[src/rtl/lsq_pkg.sv]
// -----------------------------------------------------------------------------
// lsq_pkg
// Shared types, widths and helpers for the largest square of ones block.
// -----------------------------------------------------------------------------
`default_nettype none

package lsq_pkg;

	localparam int MAX_COLS  = 1024;
	localparam int MAX_ROWS  = 1024;
	localparam int SIDE_W    = 11;
	localparam int POS_W     = 10;
	localparam int CFG_IDX_W = 2;

	localparam logic [CFG_IDX_W-1:0] REG_NUM_ROWS = CFG_IDX_W'(0);
	localparam logic [CFG_IDX_W-1:0] REG_NUM_COLS = CFG_IDX_W'(1);

	typedef enum logic {
		ST_PRIME,
		ST_RUN
	} scan_state_t;

	// Scan position and grid shape as seen by the datapath
	typedef struct packed {
		logic [POS_W-1:0]  row;
		logic [POS_W-1:0]  col;
		logic              first_row;
		logic              first_col;
		logic              last_row;
		logic              last_col;
		logic [SIDE_W-1:0] num_rows;
		logic [SIDE_W-1:0] num_cols;
	} scan_pos_t;

	function automatic logic [SIDE_W-1:0] clamp_size(input logic [SIDE_W-1:0] v,
		input logic [SIDE_W-1:0] limit);
		logic [SIDE_W-1:0] r;
		r = v;
		if (v == '0)
			r = SIDE_W'(1);
		else if (v > limit)
			r = limit;
		return r;
	endfunction

	function automatic logic [SIDE_W-1:0] min3(input logic [SIDE_W-1:0] a,
		input logic [SIDE_W-1:0] b, input logic [SIDE_W-1:0] c);
		logic [SIDE_W-1:0] m;
		m = a;
		if (b < m)
			m = b;
		if (c < m)
			m = c;
		return m;
	endfunction

endpackage

`default_nettype wire

[src/rtl/lsq_scan_ctrl.sv]
// -----------------------------------------------------------------------------
// lsq_scan_ctrl
// Grid shape registers, row/column scan counters and the read-prime sequencer
// for the line memory.
// -----------------------------------------------------------------------------
`default_nettype none

module lsq_scan_ctrl (
	input  wire logic                          clk,
	input  wire logic                          arst_n,
	input  wire logic                          cfg_wr,
	input  wire logic [lsq_pkg::CFG_IDX_W-1:0] cfg_idx,
	input  wire logic [lsq_pkg::SIDE_W-1:0]    cfg_val,
	input  wire logic                          step,
	output lsq_pkg::scan_pos_t                 pos,
	output logic                               run,
	output logic                               rd_en,
	output logic [lsq_pkg::POS_W-1:0]          rd_addr
);

	lsq_pkg::scan_state_t state_q, state_d;
	logic [lsq_pkg::SIDE_W-1:0] num_rows_q, num_cols_q;
	logic [lsq_pkg::POS_W-1:0]  row_q, col_q;
	logic                       restart;
	logic [lsq_pkg::SIDE_W-1:0] col_inc, row_inc;
	logic                       last_col, last_row;
	logic [lsq_pkg::POS_W-1:0]  col_next;

	assign restart  = cfg_wr && ((cfg_idx == lsq_pkg::REG_NUM_ROWS) ||
		(cfg_idx == lsq_pkg::REG_NUM_COLS));
	assign col_inc  = {1'b0, col_q} + lsq_pkg::SIDE_W'(1);
	assign row_inc  = {1'b0, row_q} + lsq_pkg::SIDE_W'(1);
	assign last_col = col_inc >= num_cols_q;
	assign last_row = row_inc >= num_rows_q;
	assign col_next = last_col ? '0 : col_inc[lsq_pkg::POS_W-1:0];

	always_ff @(posedge clk or negedge arst_n) begin
		if (!arst_n) begin
			num_rows_q <= lsq_pkg::SIDE_W'(1);
			num_cols_q <= lsq_pkg::SIDE_W'(1);
		end else if (cfg_wr) begin
			unique case (cfg_idx)
				lsq_pkg::REG_NUM_ROWS:
					num_rows_q <= lsq_pkg::clamp_size(cfg_val, lsq_pkg::SIDE_W'(lsq_pkg::MAX_ROWS));
				lsq_pkg::REG_NUM_COLS:
					num_cols_q <= lsq_pkg::clamp_size(cfg_val, lsq_pkg::SIDE_W'(lsq_pkg::MAX_COLS));
				default: ;
			endcase
		end
	end

	always_ff @(posedge clk or negedge arst_n) begin
		if (!arst_n) begin
			row_q <= '0;
			col_q <= '0;
		end else if (restart) begin
			row_q <= '0;
			col_q <= '0;
		end else if (step) begin
			col_q <= col_next;
			if (last_col)
				row_q <= last_row ? '0 : row_inc[lsq_pkg::POS_W-1:0];
		end
	end

	always_ff @(posedge clk or negedge arst_n) begin
		if (!arst_n)
			state_q <= lsq_pkg::ST_PRIME;
		else
			state_q <= state_d;
	end

	// Prime the read of column zero, then read one column ahead on every cell
	always_comb begin
		state_d = state_q;
		rd_en   = 1'b0;
		rd_addr = col_next;
		run     = 1'b0;
		unique case (state_q)
			lsq_pkg::ST_PRIME: begin
				rd_en   = 1'b1;
				rd_addr = '0;
				state_d = restart ? lsq_pkg::ST_PRIME : lsq_pkg::ST_RUN;
			end
			lsq_pkg::ST_RUN: begin
				run   = 1'b1;
				rd_en = step;
				if (restart)
					state_d = lsq_pkg::ST_PRIME;
			end
			default: state_d = lsq_pkg::ST_PRIME;
		endcase
	end

	assign pos.row       = row_q;
	assign pos.col       = col_q;
	assign pos.first_row = row_q == '0;
	assign pos.first_col = col_q == '0;
	assign pos.last_row  = last_row;
	assign pos.last_col  = last_col;
	assign pos.num_rows  = num_rows_q;
	assign pos.num_cols  = num_cols_q;

endmodule

`default_nettype wire

[config.mk]
export PLATFORM = sky130hd
export DESIGN_NAME = lsq_scan_ctrl
export DESIGN_NICKNAME = d
export VERILOG_FILES = /design/src/rtl/lsq_pkg.sv /design/src/rtl/lsq_scan_ctrl.sv
export SDC_FILE = /design/constraint.sdc
export NUM_CORES = 1
export LEC_CHECK = 0
export ABC_AREA = 1
export BUFFER_PORTS_ARGS = -buffer_cell sky130_fd_sc_hd__buf_2
export CAP_MARGIN = 20
export CELL_PAD_IN_SITES_DETAIL_PLACEMENT = 1
export CELL_PAD_IN_SITES_GLOBAL_PLACEMENT = 2
export CORE_ASPECT_RATIO = 1.4
export CORE_MARGIN = 2
export CORE_UTILIZATION = 30
export DETAILED_ROUTE_END_ITERATION = 16
export HOLD_SLACK_MARGIN = 0.08
export PLACE_DENSITY = 0.89
export RECOVER_POWER = 100
export SKIP_CTS_REPAIR_TIMING = 1
export SYNTH_ARGS = -nofsm -noshare
export SYNTH_HDL_FRONTEND = slang
export SYNTH_SLANG_ARGS = --single-unit
export TNS_END_PERCENT = 50
[constraint.sdc]
create_clock -name clk -period 3.4 [get_ports clk]
set_input_delay 0.34 -clock clk [delete_from_list [all_inputs] [get_ports clk]]
set_output_delay 0.34 -clock clk [all_outputs]
set_load 0.1 [all_outputs]
==> run_results.csv <==
group,metric,value,unit
yosys,synth.largest_area_cell,"dfrtp_1",
critical_path,crit_buf_inv,5,
cts,cts_sinks,43,
critical_path,start_kind,"flip-flop",
timing,finalHoldViolations,0,
cts,cts_made_buffers,5,
yosys,synthArstFlopShare,100,%
yosys,synth_edf_count,0,
job,cap_violations,0,
cts,clockBufferDepth,2,
status,violations,"setup timing",
critical_path,crit_arrival,3.07,ns
critical_path,endpoint_kind,"output port",
critical_path,worst-setup-path-type,"reg2out",
pwr,p_per_area,537,nW/um^2
hold_path,worstHoldPathType,"in2reg",
critical_path,critPathTopFamily,"simple AND/OR/NAND/NOR gates",
route,post_drt_wl_per_cell,16.3,um
route,wl,10400,um
grt,grt_usage,18.6,%
yosys,yosys_register_bits,43,
critical_path,crit_slowest_cell,"dfrtp_4",
route,drcViolationCount,0,
die,die_w,89.0,um
final_layout,fill_cells,1278,
yosys,synth_cell_types,36,
yosys,yosys_warnings,0,
die,start_util,30.7,%
yosys,synth_area,3040,um^2
die,die-area,11000,um^2
yosys,synth_mux_area_share,0,%
critical_path,cpPeakStageDelay,0.47,ns
timing,worst_pin_slew,1.21,ns
yosys,synth_nets,451,
placement,port_buffers,74,
critical_path,critical_path_required,3.06,ns
die,io_pins,75,
cts,clkTransAtPathRegs,0.06,ns
yosys,synth-simple-area-share,33.2,%
critical_path,path_cells,"clkinvlp_4, nor3_4, buf_6, nand2_4, xnor2_4, ha_4, nand2_4, inv_2, nand2_2, nor2_2, nand2_1, nand2_2, nor2_4, buf_6, nand2_2, nor2_4, buf_12",
placement,postPlaceCellArea,3820,um^2
pwr,peakVddDrop,0.259,mV
timing,finalCritPeriodShare,100,%
die,core,9900,um^2
route,drt-vias-per-instance,4.77,
timing,worst_slack,-0.0146,ns
grt,grt_pass1_vias,3155,
timing,fin_skew,0.00732,ns
final_layout,syn_to_final_growth,41.1,%
yosys,synth.top_cells.by_count,"nand2_1 (114), inv_1 (60), dfrtp_1 (41)",
final_layout,drive_above_1_share,29.4,%
placement,pre_cts_slack,0.250,ns
timing,rsz0062_at_grt,"true",
grt,grt_max_degree,44,
status,status,"complete, but fails checks",
final_layout,antennaDiodeCount,0,
route,drt_iter0_drc,105,
yosys,synth_top_family_by_area,"simple AND/OR/NAND/NOR gates",
cts,ctsHtreeMaxLevel,2,
cts,clk_latency,0.29,ns
yosys,synth_fa_ha_area_share,10.7,%
placement,place_hpwl,7980,um
grt,antenna_found_initial,0,
timing,fmax,293,MHz
placement,place.gp.congestion,0.825,
yosys,yosysSeqAreaShare,35.5,%
critical_path,crit_top_cell,"nand2_2",
die,die-height,123,um
yosys,synthFlopType,"dfrtp_1",
pwr,power.leakage,2.16,nW
timing,final_max_slew_viol_count,0,
route,vias,3056,
die,rows,43,
critical_path,crit_fanout,5,
yosys,synthXorXnorAreaFrac,3.42,%
yosys,synth_cells,408,
timing,max_slew_margin,19.6,%
yosys,synth_compound_area_share,6.10,%
timing,setup_tns,-0.0477,ns
route,drt_pre_antenna_iters,4,
route,ant_nets,0,
grt,overflow,0,
timing,min_period,3.41,ns
final_layout,layout.nets,548,
cts,root_buffer,"clkbuf_16",
yosys,synth.most_common_cell,"nand2_1",
yosys,syn_area_per_cell,7.44,um^2
final_layout,final_area,4290,um^2
grt,grt_pass1_wl,15600,um
cts,cts_tree,"yes",
yosys,synthTopCellsByArea,"dfrtp_1 (34%), nand2_1 (14%), ha_1 (11%)",
yosys,yosys.area.top_type_share,33.8,%
timing,setup_viol_count_final,5,
state kept, by name, indices dropped and copies added (netlist names):
signal      count
col_q          10
num_cols_q     11
num_rows_q     11
row_q          10
state_q         1
kinds of logic (layout without fill, tap and decap cells):
| group | Yosys count | after routing |
|---|---|---|
| xor gates and xnor gates | 11 | 11 |
| and+or+nand+nor | 215 | 215 |
| DFF | 43 | 43 |
| AOI/OAI and AO/OA | 32 | 32 |
| adders and majority gates | 26 | 26 |
| buffers and inverters | 81 | 179 |
area by class of cell:
cell class                 count  area [um^2]  share of cell area, %
clock buffer                   5          125                   2.92
clock inverter                 3         15.0                  0.350
inverter                      74          294                   6.86
multi-input combinational    284         1890                   44.2
sequential                    43         1090                   25.5
tap                          135          169                   3.94
timing repair buffer          97          694                   16.2
path summary, 6_finish.rpt:
| path | start | end | slack (ns) | cells past startpoint |
|---|---|---|---|---|
| setup / recovery | col_q[1] | rd_addr[2] | -0.01 | 17 |
| hold / removal | cfg_val[5] | num_rows_q[5] | 0.36 | 3 |
| setup reg to reg | col_q[1] | row_q[8] | 0.56 | 16 |
| hold reg to reg | num_rows_q[0] | num_rows_q[0] | 0.50 | 2 |
| max in group asynchronous | arst_n | num_rows_q[0] | 2.36 | 3 |
| min in group asynchronous | arst_n | num_cols_q[6] | 0.46 | 2 |
power breakdown:
part / total (mW) / switching [mW] / leakage, nW / internal, mW
sequential: 0.635 / 0.0657 / 0.551 / 0.570
combinational: 1.20 / 0.919 / 1.53 / 0.280
clock: 0.465 / 0.196 / 0.0733 / 0.268
layout by cell type, fill, tap and decap left out, types with 3 or more instances in the layout:
cell type,instances
nand2_1,102
inv_1,60
nand3_1,36
clkbuf_1,35
dfrtp_1,33
buf_2,28
ha_1,21
nor2_1,19
buf_4,17
o21ai_0,13
nand2_2,12
buf_12,12
inv_2,9
nor3_4,8
nand2_4,7
nand4_1,6
a21oi_1,6
dfrtp_2,6
nor3_1,5
xor2_1,5
nor2_2,5
nor2_4,5
ha_4,5
clkbuf_16,5
o21ai_1,4
xor2_2,4
nand3b_1,4
o22ai_1,4
buf_6,4
nand3_2,3
clkinv_2,3
routing by layer:
metal / wire length (um) / vias to the layer above / GRT usage, % / part of all wire, %
met3: 254 / 19 / 1.60 / 2.4
li1: - / 1485 / - / -
met2: 5760 / 66 / 35.3 / 55
met5: 0 / - / 0 / 0
met4: 341 / 0 / 7.74 / 3.3
met1: 4090 / 1486 / 20.8 / 39
worst reg2reg max path, cell delays in order, from the launching register on:
cell and delay, ns:
dfrtp_4 0.47, clkinvlp_4 0.13, nor3_4 0.32, buf_6 0.15
nand2_4 0.05, xnor2_4 0.24, ha_4 0.24, nand2_4 0.06
inv_2 0.03, nand2_2 0.06, nor2_2 0.04, nand2_1 0.08
nand2_2 0.08, buf_4 0.14, o21bai_2 0.39, nand3_1 0.16
nand2_1 0.12
stage by stage:
| step | std cells | total power [mW] | hold slack, ns | utilization (%) |
|---|---|---|---|---|
| 2_1_floorplan | 408 | 1.51 | 0.0444 | - |
| 3_3_place_gp | 614 | 1.75 | 0.485 | 38.6 |
| 3_5_place_dp | 614 | 1.77 | 0.495 | 38.6 |
| 4_1_cts | 622 | 2.24 | 0.264 | 40.0 |
| 5_1_grt | 641 | 2.40 | 0.378 | 43.3 |
| 6_report | 641 | 2.30 | 0.364 | 43.3 |
Note: power is estimated with default switching activity, not from simulation.
